==> config.mk <==
export PLATFORM = sky130hd
export DESIGN_NAME = icaf_ctrl
export DESIGN_NICKNAME = d
export VERILOG_FILES = /design/src/rtl/assert_macros.svh /design/src/rtl/icaf_pkg.sv /design/src/rtl/icaf_ctrl.sv
export SDC_FILE = /design/constraint.sdc
export NUM_CORES = 1
export LEC_CHECK = 0
export BUFFER_PORTS_ARGS = -buffer_cell sky130_fd_sc_hd__clkbuf_2
export CAP_MARGIN = 15
export CORE_AREA = 2 2 39 41
export CTS_BUF_LIST = sky130_fd_sc_hd__clkbuf_16
export DETAILED_ROUTE_END_ITERATION = 16
export DIE_AREA = 0 0 41 43
export PLACE_DENSITY = 0.45
export SYNTH_ARGS = -nofsm -noshare
export SYNTH_HDL_FRONTEND = slang
export SYNTH_SLANG_ARGS = --single-unit
==> constraint.sdc <==
create_clock -name clk -period 1.22 [get_ports clk]
set_clock_uncertainty 0.1 [all_clocks]
set_input_delay 0.061 -clock clk [delete_from_list [all_inputs] [get_ports clk]]
set_output_delay 0.061 -clock clk [all_outputs]
set_load 0.05 [all_outputs]
==> src/rtl/assert_macros.svh <==
// Assertion helpers for the attitude filter
`ifndef ASSERT_MACROS_SVH
`define ASSERT_MACROS_SVH
`define ASSERT_IMPL(label, clk, rstn, a, c) \
    label: assert property (@(posedge clk) disable iff (!rstn) (a) |-> (c)) \
        else $error("assertion failed");
`define ASSERT_NEXT(label, clk, rstn, a, c) \
    label: assert property (@(posedge clk) disable iff (!rstn) (a) |=> (c)) \
        else $error("assertion failed");
`endif

==> src/rtl/icaf_pkg.sv <==
`timescale 1ns / 1ps
`default_nettype none
package icaf_pkg;
    localparam int REG_GAMMA = 0;
    localparam int REG_GAIN  = 1;
    localparam int REG_AOX   = 2;
    localparam int REG_AOY   = 3;
    localparam int REG_AOZ   = 4;
    localparam int REG_GOX   = 5;
    localparam int REG_GOZ   = 6;
    localparam logic signed [31:0] HALF_PI_Q28 = 32'sd421657428;

    typedef enum logic [2:0] {
        ST_IDLE, ST_SQRT, ST_ROLL, ST_PITCH, ST_BLEND, ST_OUT
    } state_t;

    typedef struct packed {
        logic load;
        logic sqrt_start;
        logic roll_start;
        logic pitch_start;
        logic blend;
    } cmd_t;

    typedef struct packed {
        logic sqrt_done;
        logic cordic_done;
        logic blend_done;
    } stat_t;

    function automatic logic signed [31:0] atan_q28(input logic [4:0] i);
        case (i)
            5'd0: atan_q28 = 32'sd210828714;
            5'd1: atan_q28 = 32'sd124459457;
            5'd2: atan_q28 = 32'sd65760959;
            5'd3: atan_q28 = 32'sd33381290;
            5'd4: atan_q28 = 32'sd16755422;
            5'd5: atan_q28 = 32'sd8385879;
            5'd6: atan_q28 = 32'sd4193963;
            5'd7: atan_q28 = 32'sd2097109;
            5'd8: atan_q28 = 32'sd1048571;
            5'd9: atan_q28 = 32'sd524287;
            5'd10: atan_q28 = 32'sd262144;
            5'd11: atan_q28 = 32'sd131072;
            5'd12: atan_q28 = 32'sd65536;
            5'd13: atan_q28 = 32'sd32768;
            5'd14: atan_q28 = 32'sd16384;
            5'd15: atan_q28 = 32'sd8192;
            5'd16: atan_q28 = 32'sd4096;
            5'd17: atan_q28 = 32'sd2048;
            5'd18: atan_q28 = 32'sd1024;
            5'd19: atan_q28 = 32'sd512;
            5'd20: atan_q28 = 32'sd256;
            5'd21: atan_q28 = 32'sd128;
            5'd22: atan_q28 = 32'sd64;
            5'd23: atan_q28 = 32'sd32;
            5'd24: atan_q28 = 32'sd16;
            5'd25: atan_q28 = 32'sd8;
            5'd26: atan_q28 = 32'sd4;
            5'd27: atan_q28 = 32'sd2;
            5'd28: atan_q28 = 32'sd1;
            default: atan_q28 = 32'sd0;
        endcase
    endfunction
endpackage
`default_nettype wire

==> src/rtl/icaf_ctrl.sv <==
`timescale 1ns / 1ps
`default_nettype none
module icaf_ctrl import icaf_pkg::*; (
    input  wire logic  clk,
    input  wire logic  rst_n,
    input  wire logic  in_valid,
    output logic       in_ready,
    output logic       out_valid,
    input  wire logic  out_ready,
    output cmd_t       cmd,
    input  wire stat_t stat
);
    state_t state_reg, state_next;

    always_ff @(posedge clk or negedge rst_n)
    begin
        if (!rst_n)
            state_reg <= ST_IDLE;
        else
            state_reg <= state_next;
    end

    always_comb
    begin
        state_next = state_reg;
        cmd = '0;
        in_ready = 1'b0;
        out_valid = 1'b0;
        case (state_reg)
            ST_IDLE:
            begin
                in_ready = 1'b1;
                if (in_valid)
                begin
                    cmd.load = 1'b1;
                    state_next = ST_SQRT;
                end
            end
            ST_SQRT:
            begin
                cmd.sqrt_start = 1'b1;
                if (stat.sqrt_done)
                    state_next = ST_ROLL;
            end
            ST_ROLL:
            begin
                cmd.roll_start = 1'b1;
                if (stat.cordic_done)
                    state_next = ST_PITCH;
            end
            ST_PITCH:
            begin
                cmd.pitch_start = 1'b1;
                if (stat.cordic_done)
                    state_next = ST_BLEND;
            end
            ST_BLEND:
            begin
                cmd.blend = 1'b1;
                if (stat.blend_done)
                    state_next = ST_OUT;
            end
            ST_OUT:
            begin
                out_valid = 1'b1;
                in_ready = out_ready;
                if (out_ready)
                begin
                    if (in_valid)
                    begin
                        cmd.load = 1'b1;
                        state_next = ST_SQRT;
                    end
                    else
                        state_next = ST_IDLE;
                end
            end
            default: state_next = ST_IDLE;
        endcase
    end
endmodule
`default_nettype wire

After elaboration in Yosys (flattened, before gate mapping)
Index checks and enable logic that the tools add are counted.
Storage, ports and cells
  output and inout port bits: 7
  register bits: 3
Cells by class
  equality and inequality tests: 11
  reductions and logical operators: 2
  multiplexer cells: 17
Operators with widths (number)
  $mux 3: 6
  $pmux 3 s6: 1
  $ne 2x2->1 const B: 6
  $mux 1: 8
  $eq 3x2->1 const B: 2
  $eq 3x3->1 const B: 2
  $reduce_and 6->1: 1
  $pmux 1 s2: 2
  $eq 3x1->1 const B: 1
  $logic_not 3->1: 1

Depth between registers and ports, before layout
Gate-level depths: netlist of the first run.
  depth after elaboration: 3
  depth in mapped cells: 4
  mapped depth without buffers: 3

Least setup slack after synthesis of the first run
Ideal clock, no wire load.
  path type: register to output
  from: register state_reg[2]
  to: output cmd[4] in the netlist's numbering
  stages on the path, launching flop included: 4
  path buffers: 0
  setup slack: -0.978 ns
  data arrival time: 2.037 ns
  cell sequence: dfrtp_1 > or2_1 > a21oi_1 > and2_1
RTL lines
  from (decl): RTL line icaf_ctrl.sv:13  | state_t state_reg, state_next;
  from (signal assigned): RTL line icaf_ctrl.sv:20  | state_reg <= state_next;
  to (decl): RTL line icaf_ctrl.sv:10  | output cmd_t cmd,

==> impl_metrics.py, run 1 <==
metrics = {
    "pwr": {
        "leakagePower_nw": 0.298,
        "vdd.ir_drop.worst_mv": 1.42,
        "cellPowerDensity_mw_per_mm2": 3540,
    },
    "worst_setup_path": {
        "critical-path-slowest-cell": "dfrtp_1",
        "worst-setup-path-type": "reg2out",
        "critPathMaxFanout": 4,
        "worst_path_largest_cell_delay_ns": 0.39,
        "critical_path_at_ns": 1.32,
        "critical-path-top-delay-family": "simple AND/OR/NAND/NOR gates",
        "path_cells": "or2_4 > a21oi_4 > and2_4 > clkbuf_16",
        "required_time_of_the_critical_path_ns": 1.06,
        "critical_path.endpoint_type": "primary output",
        "startpoint_class": "register",
        "critical_path_buf_inv_count": 1,
    },
    "layout": {
        "fin_nets": 63,
        "p_r_area_growth_vs_syn_pct": 144,
        "core_occupancy_in_the_finished_layout": 0.450,
        "final_cells": 71,
        "antenna-diode-count": 0,
        "post_route_cells_drive_above_1_share": 0.727,
        "post-route-cell-area_um2": 623,
        "number_of_flip_flops_under_the_largest_register_name": 3,
    },
    "clock_network": {
        "cts_tree": "yes",
        "clk_latency_ns": 0.23,
        "ctsHtreeMaxLevel": 1,
        "ctsRootBufferMaster": "clkbuf_16",
        "clock-sinks": 3,
        "clock_transition_at_path_regs_ns": 0.03,
        "cts_buffers": 3,
        "clk_path_buf_depth": 2,
    },
    "route": {
        "m1WireLength_um": 313,
        "vias": 306,
        "detail_route.first_pass.iterations": 2,
        "remaining_drc_errors": 0,
        "wl_met2_um": 425,
        "detail_route.wl_per_cell_um": 11.2,
        "route.detailed.vias_per_inst": 4.31,
        "routed_antenna_nets": 0,
        "dr.max_layer_used": "met4",
        "route.met3.wl_um": 34,
        "drtIter0Drc": 2,
        "routed_wl_um": 796,
    },
    "floorplanning": {
        "initial_core_util": 0.184,
        "floorplan.die.height_um": 43,
        "die_width_um": 41,
        "die-area_mm2": 0.00176,
        "io_pins": 14,
        "rows": 14,
        "core_area_mm2": 0.00138,
    },
    "flow_run": {
        "max-cap-violations": 0,
    },
    "synth": {
        "syn_nets": 35,
        "yosys.cell_types.count": 20,
        "post_synth_inst_count": 28,
        "synth_sequential_area_ratio": 0.294,
        "yosys.area.top_type_share": 0.294,
        "synth_area_um2": 255,
        "synth.yosys.warnings": 0,
        "syn-mean-instance-area_um2": 9.12,
        "synthesis_stage_register_bit_count": 3,
        "netlist.top_cell.by_area": "dfrtp_1",
        "synth.top_cells.by_area": "dfrtp_1 (29%), buf_6 (8.8%), mux2_4 (5.9%), nor3b_1 (5.9%), and2_1 (4.9%)",
    },
    "sta": {
        "fin_crit_sh": 1.22,
        "worst-slew-pin-transition_ns": 0.221,
        "final_worst_setup_slack_ns": -0.264,
        "number_of_setup_violations_in_the_final_report": 9,
        "max_slew_margin": 0.852,
        "finalHoldViolCount": 0,
        "post-route-min-period_ns": 1.48,
        "clock.fmax_mhz": 674,
        "slew_viol_final": 0,
        "setup_repair_after_global_routing_missed_its_margin": "yes",
    },
    "global_routing": {
        "globalRouteTotalUtil": 0.121,
        "globalRouteOverflowTotal": 0,
        "grt_start_max_net_pins": 10,
        "number_of_antenna_violations_at_the_first_check_in_global_routing": 0,
        "first_global_vias": 342,
        "grt_pass1_wl_um": 1330,
    },
    "place": {
        "placement.io_buffers": 13,
        "placed_cell_area_um2": 407,
        "dp_slack_ns": -0.124,
        "gp_weighted_congestion": 0.695,
        "post-dp-hpwl_um": 531,
        "place_inst": 62,
    },
    "outcome": {
        "status": "finished, violations left",
        "violations": "negative setup slack",
    },
    "worst_hold_path": {
        "worst_hold_path_class": "in2reg",
    },
}
-- Yosys cell counts --
master / number
a21oi_1: 2
a221o_1: 1
a22o_1: 1
a311oi_1: 1
and2_1: 2
and2b_2: 1
and3b_2: 1
buf_6: 2
dfrtp_1: 3
inv_1: 1
mux2_4: 1
mux2i_1: 1
nand2_1: 1
nand2b_1: 1
nand3_1: 2
nor2_1: 2
nor3b_1: 2
o21ai_0: 1
o22ai_1: 1
or2_1: 1
-- layer usage --
metal	GRT usage	vias to the layer above
met5	0	-
met3	0.0471	3
met1	0.120	135
li1	-	156
met4	0.100	0
met2	0.184	12
-- power by group --
group / internal [mW] / leakage, nW / switching [mW]
Combinational: 0.738 / 0.220 / 0.729
Clock: 0.423 / 0.0423 / 0.0953
Sequential: 0.159 / 0.0349 / 0.0618
Total: 1.32 / 0.298 / 0.886
-- placed cells by master, fill, tap and decap left out, drive strengths merged --
cell type    netlist  final
clkbuf             0     14
buf                2     13
dfrtp              3      3
and2               2      2
nor3b              2      2
nand3              2      2
inv                1      2
nor2               2      2
a21oi              2      2
and2b              1      1
nand2b             1      1
and3b              1      1
or2                1      1
nand2              1      1
a22o               1      1
a311oi             1      1
o21ai              1      1
mux2               1      1
o22ai              1      1
mux2i              1      1
a221o              1      1
dlygate4sd3        0      1
-- cell type report --
class | count | area, um2
clock buffer | 3 | 75.1
inverter | 1 | 3.75
fill | 147 | 761
multi-input combinational | 22 | 198
timing repair buffer | 25 | 245
sequential | 3 | 77.6
clock inverter | 1 | 3.75
tap | 16 | 20.0
-- per-stage QoR --
| step | hold slack [ns] | TNS [ns] | total power [mW] |
|---|---|---|---|
| 2_1_floorplan | -0.335 | -0.564 | 1.07 |
| 6_report | 0.00146 | -1.58 | 2.21 |
| 5_1_grt | 0.0192 | -1.94 | 2.31 |
| 3_3_place_gp | -0.239 | -0.525 | 1.32 |
| 4_1_cts | 0.00419 | -1.61 | 2.19 |
| 3_5_place_dp | -0.238 | -0.581 | 1.32 |
-- path summary, 6_finish.rpt --
kind / from / to / slack [ns] / cells past startpoint
max: state_reg[0] / cmd[4] / -0.26 / 4
min: stat[1] / state_reg[1] / 0.001 / 2
max reg2reg: state_reg[2] / state_reg[0] / -0.18 / 4
min reg2reg: state_reg[2] / state_reg[1] / 0.48 / 2
max in group asynchronous: rst_n / state_reg[1] / 0.83 / 2
min in group asynchronous: rst_n / state_reg[0] / 0.06 / 2
-- logic make-up after synthesis --
group / count (synthesis) / synth area share
buf+inv: 3 / 0.103
flops: 3 / 0.294
compound gates: 7 / 0.191
mux: 2 / 0.0980
simple gates: 13 / 0.314
-- repair_timing --
item | in CTS | in global routing
pin swaps | 3 | 1
setup endpoints to repair | 9 | 9
hold buffers | 1 | 0
endpoints found under the hold margin | 3 | 0
buffers inserted | 4 | 0
resized for setup | 22 | 2
Note: power is estimated with default switching activity, not from simulation.
==> run 2, diff against run 1 <==
--- a/config.mk
+++ b/config.mk
@@ -11,7 +11,7 @@
 export CTS_BUF_LIST = sky130_fd_sc_hd__clkbuf_16
 export DETAILED_ROUTE_END_ITERATION = 16
 export DIE_AREA = 0 0 41 43
-export PLACE_DENSITY = 0.45
+export PLACE_DENSITY = 0.44
 export SYNTH_ARGS = -nofsm -noshare
 export SYNTH_HDL_FRONTEND = slang
 export SYNTH_SLANG_ARGS = --single-unit
==> constraint.sdc (replaced) <==
create_clock -name clk -period 1.7 [get_ports clk]
set_clock_uncertainty 0.1 [all_clocks]
set_input_delay 0.085 -clock clk [delete_from_list [all_inputs] [get_ports clk]]
set_output_delay 0.085 -clock clk [all_outputs]
set_load 0.05 [all_outputs]
==> impl_metrics.py, run 2 (same netlist as run 1, synthesis figures left out) <==
metrics = {
    "floorplanning": {
        "die-area_mm2": 0.00176,
        "rows": 14,
        "initial_core_util": 0.184,
        "core_area_mm2": 0.00138,
        "floorplan.die.height_um": 43,
        "io_pins": 14,
        "die_width_um": 41,
    },
    "route": {
        "detail_route.wl_per_cell_um": 10.1,
        "route.detailed.vias_per_inst": 4.24,
        "drtIter0Drc": 2,
        "routed_antenna_nets": 0,
        "routed_wl_um": 624,
        "vias": 263,
        "remaining_drc_errors": 0,
        "detail_route.first_pass.iterations": 2,
    },
    "sta": {
        "finalHoldViolCount": 0,
        "worst-slew-pin-transition_ns": 0.358,
        "timing.hold.ws_ns": 0.0194,
        "tns_ns": 0,
        "clock.fmax_mhz": 621,
        "slew_viol_final": 0,
        "number_of_setup_violations_in_the_final_report": 0,
        "max_slew_margin": 0.761,
        "fin_crit_sh": 0.948,
        "post-route-min-period_ns": 1.61,
        "setup_repair_after_global_routing_missed_its_margin": "no",
    },
    "layout": {
        "post_route_cells_drive_above_1_share": 0.543,
        "commonest_cells_after_routing_fill_and_taps_aside": "clkbuf_2 (12), clkbuf_16 (3), dfrtp_1 (3)",
        "mostFrequentLayoutCell": "clkbuf_2",
        "fin_nets": 54,
        "post-route-cell-area_um2": 439,
        "p_r_area_growth_vs_syn_pct": 72.1,
        "antenna-diode-count": 0,
        "nFillCells": 153,
        "number_of_flip_flops_under_the_largest_register_name": 3,
    },
    "worst_setup_path": {
        "startpoint_of_the_lowest_slack_register_to_register_path": "state_reg[1]",
        "crit_start": "state_reg[1]",
        "required_time_of_the_critical_path_ns": 1.51,
        "critical_path.endpoint_type": "primary output",
        "startpoint_class": "register",
        "worst-setup-path-type": "reg2out",
        "worst_path_largest_cell_delay_ns": 0.54,
        "path_cells": "and2b_2 > and2_1 > clkbuf_2",
        "critical-path-top-delay-family": "flip-flops",
        "critical_path_at_ns": 1.43,
        "critical-path-slowest-cell": "dfrtp_1",
        "critPathMaxFanout": 10,
        "critical_path_buf_inv_count": 1,
    },
    "clock_network": {
        "ctsRootBufferMaster": "clkbuf_16",
        "clk_path_buf_depth": 2,
        "post_cts_buffers": 0,
        "clk_latency_ns": 0.22,
        "clock_transition_at_path_regs_ns": 0.03,
        "cts_buffers": 3,
        "cts_tree": "yes",
        "clock-sinks": 3,
        "ctsHtreeMaxLevel": 1,
    },
    "global_routing": {
        "grt_start_max_net_pins": 11,
        "grt_pass1_wl_um": 862,
        "number_of_antenna_violations_at_the_first_check_in_global_routing": 0,
        "globalRouteOverflowTotal": 0,
        "globalRouteTotalUtil": 0.0732,
        "first_global_vias": 220,
    },
    "place": {
        "post-dp-hpwl_um": 464,
        "gp_weighted_congestion": 0.691,
        "placement.io_buffers": 13,
        "placed_cell_area_um2": 348,
    },
    "worst_hold_path": {
        "holdCritStartpoint": "stat[1]",
        "worst_hold_path_class": "in2reg",
    },
    "flow_run": {
        "max-cap-violations": 0,
    },
    "outcome": {
        "status": "completed",
    },
}
==> run 2: changes by cell type in the layout (fill, tap and decap cells not counted), sizes merged <==
cell / before / now
buf: 13 / 2
clkbuf: 14 / 16
==> run 2: cell type report <==
| cell class | count | area, um2 | share of cell area |
|---|---|---|---|
| multi-input cells | 22 | 169 | 0.385 |
| repair buffers | 16 | 92.6 | 0.211 |
| flip-flops and latches | 3 | 75.1 | 0.171 |
| clock buffers | 3 | 75.1 | 0.171 |
| well taps | 16 | 20.0 | 0.0456 |
| clock inverters | 1 | 3.75 | 0.00855 |
| inverters | 1 | 3.75 | 0.00855 |
==> run 2: worst paths after layout <==
kind	to	cells after the start	slack, ns
min in group asynchronous	state_reg[2]	2	0.09
max in group asynchronous	state_reg[1]	2	1.30
hold / removal	state_reg[1]	2	0.02
setup / recovery	out_valid	3	0.09
setup reg to reg	state_reg[0]	3	0.34
hold reg to reg	state_reg[1]	2	0.51
==> run 2: per-stage QoR <==
stage / util / instances / worst slack [ns]
4_1_cts: 0.316 / 62 / 0.0505
5_1_grt: 0.317 / 62 / 0.0180
2_1_floorplan: - / 28 / -0.107
3_3_place_gp: 0.251 / 57 / 0.300
3_5_place_dp: 0.251 / 57 / 0.302
6_report: 0.317 / 62 / 0.0885
==> run 2: routing by layer <==
metal | global-route usage | up-vias | part of all wire | wire (um)
li1 | - | 137 | - | -
met1 | 0.106 | 119 | 0.49 | 307
met2 | 0.0875 | 7 | 0.46 | 289
met3 | 0 | 0 | 0.043 | 27
met4 | 0.0800 | 0 | 0 | 0
met5 | 0 | - | 0 | 0
==> run 2: worst reg2reg max path: cells and delay by family, from the launching register on <==
family         cells  cell delay, ns
multiplexers       1            0.34
AO/OA/AOI/OAI      2            0.32
flip-flops         1            0.54
==> run 2: timing repair <==
action | 4_1_cts | 5_1_grt
endpoints found under the hold margin | 3 | 0
gates resized for setup | 0 | 2
hold buffers | 1 | 0
endpoints found under the setup margin | 0 | 1
Power of run 2 is not shown: default switching activity piles up to over one toggle a cycle in this logic, so the estimate is an artifact.
==> run 3, diff against run 2 <==
==> constraint.sdc (replaced) <==
create_clock -name clk -period 1.7 [get_ports clk]
set_clock_uncertainty 0.1 [all_clocks]
set_input_delay 0.17 -clock clk [delete_from_list [all_inputs] [get_ports clk]]
set_output_delay 0.17 -clock clk [all_outputs]
set_load 0.05 [all_outputs]
==> impl_metrics.py, run 3 (same netlist as run 1, synthesis figures left out) <==
metrics = {
    "outcome": {
        "status": "completed",
    },
    "floorplanning": {
        "io_pins": 14,
        "core_area_mm2": 0.00138,
        "die-area_mm2": 0.00176,
        "die_width_um": 41,
        "initial_core_util": 0.184,
        "rows": 14,
        "floorplan.die.height_um": 43,
    },
    "worst_setup_path": {
        "critical_path_at_ns": 1.35,
        "startpoint_class": "register",
        "critical_path.endpoint_type": "primary output",
        "worst-setup-path-type": "reg2out",
        "worst_r2r_path_depth": 3,
        "reg2reg_slack_ns": 0.42,
        "path_cells": "or2_1 > a21oi_2 > and2_2 > buf_4",
        "startpoint_of_the_lowest_slack_register_to_register_path": "state_reg[1]",
        "critPathMaxFanout": 2,
        "required_time_of_the_critical_path_ns": 1.43,
        "critical-path-slowest-cell": "dfrtp_1",
        "crit_start": "state_reg[2]",
        "worst_path_largest_cell_delay_ns": 0.37,
        "r2r_end": "state_reg[0]",
    },
    "route": {
        "route.detailed.vias_per_inst": 4.31,
        "routed_wl_um": 676,
        "detail_route.wl_per_cell_um": 10.9,
        "drtIter0Drc": 1,
        "detail_route.first_pass.iterations": 3,
        "routed_antenna_nets": 0,
        "remaining_drc_errors": 0,
        "vias": 267,
    },
    "clock_network": {
        "ctsRootBufferMaster": "clkbuf_16",
        "ctsHtreeMaxLevel": 1,
        "clk_path_buf_depth": 2,
        "cts_tree": "yes",
        "clock-sinks": 3,
        "clk_latency_ns": 0.22,
        "clock_transition_at_path_regs_ns": 0.03,
        "cts_buffers": 3,
    },
    "global_routing": {
        "number_of_antenna_violations_at_the_first_check_in_global_routing": 0,
        "grt_pass1_wl_um": 1040,
        "grt_start_max_net_pins": 13,
        "first_global_vias": 241,
        "globalRouteTotalUtil": 0.0902,
        "globalRouteOverflowTotal": 0,
    },
    "worst_hold_path": {
        "holdCritStartpoint": "stat[1]",
        "min_to": "state_reg[1]",
        "whs_path_depth": 2,
        "worst_hold_path_class": "in2reg",
    },
    "sta": {
        "fin_crit_sh": 0.956,
        "setup_repair_after_global_routing_missed_its_margin": "no",
        "max_slew_margin": 0.813,
        "finalHoldViolCount": 0,
        "clock.fmax_mhz": 616,
        "timing.hold.ws_ns": 0.118,
        "worst-slew-pin-transition_ns": 0.282,
        "slew_viol_final": 0,
        "number_of_setup_violations_in_the_final_report": 0,
        "post-route-min-period_ns": 1.62,
    },
    "layout": {
        "commonest_cells_after_routing_fill_and_taps_aside": "clkbuf_2 (12), clkbuf_16 (3), buf_4 (3)",
        "number_of_flip_flops_under_the_largest_register_name": 3,
        "p_r_area_growth_vs_syn_pct": 72.5,
        "mostFrequentLayoutCell": "clkbuf_2",
        "antenna-diode-count": 0,
        "fin_nets": 54,
        "post_route_cells_drive_above_1_share": 0.565,
    },
    "flow_run": {
        "max-cap-violations": 0,
    },
    "place": {
        "gp_weighted_congestion": 0.674,
        "placement.io_buffers": 13,
    },
}
-- run 3: final cells by class --
cell class | instances | area (um2)
Clock inverter | 1 | 3.75
Timing Repair Buffer | 16 | 92.6
Tap cell | 16 | 20.0
Fill cell | 149 | 943
Sequential cell | 3 | 76.3
Multi-Input combinational cell | 22 | 169
Inverter | 1 | 3.75
Clock buffer | 3 | 75.1
-- run 3: per-layer routing --
layer	GRT usage	vias up	share of wire
li1	-	136	-
met1	0.109	120	0.43
met2	0.116	9	0.47
met3	0.0524	2	0.080
met4	0.0600	0	0.015
met5	0	-	0
-- run 3: per-stage QoR --
step / instances / TNS, ns / util / area (um2) / setup slack, ns
after CTS: 62 / 0 / 0.317 / 439 / 0.0214
after global routing: 62 / 0 / 0.318 / 440 / 0.0229
final: 62 / 0 / 0.318 / 440 / 0.0755
after detailed placement: 57 / 0 / 0.251 / 348 / 0.244
after global placement: 57 / 0 / 0.251 / 348 / 0.251
after floorplan: 28 / -0.192 / - / 270 / -0.192
-- run 3: worst max-delay path, delay by kind of cell (launching register included) --
kind | cells | cell delay [ns]
flops | 1 | 0.37
simple gates | 2 | 0.42
compound gates | 1 | 0.16
buf+inv | 1 | 0.18
-- run 3: how the worst max path moves through the flow --
stage / endpoint / slack [ns] / cells past startpoint
3_5_place_dp: out_valid / 0.24 / 3
4_1_cts: out_valid / 0.02 / 3
5_1_grt: cmd[4] / 0.02 / 4
2_1_floorplan: cmd[4] / -0.19 / 3
6_report: cmd[4] / 0.08 / 4
3_3_place_gp: cmd[4] / 0.25 / 4
-- run 3: timing repair --
item / CTS / global route
hold buffers: 1 / 0
pin swaps: 0 / 0
buffers inserted: 0 / 0
endpoints found under the setup margin: 1 / 2
endpoints found under the hold margin: 3 / 0
gates resized for setup: 1 / 2
Power of run 3 is left out for the same reason.
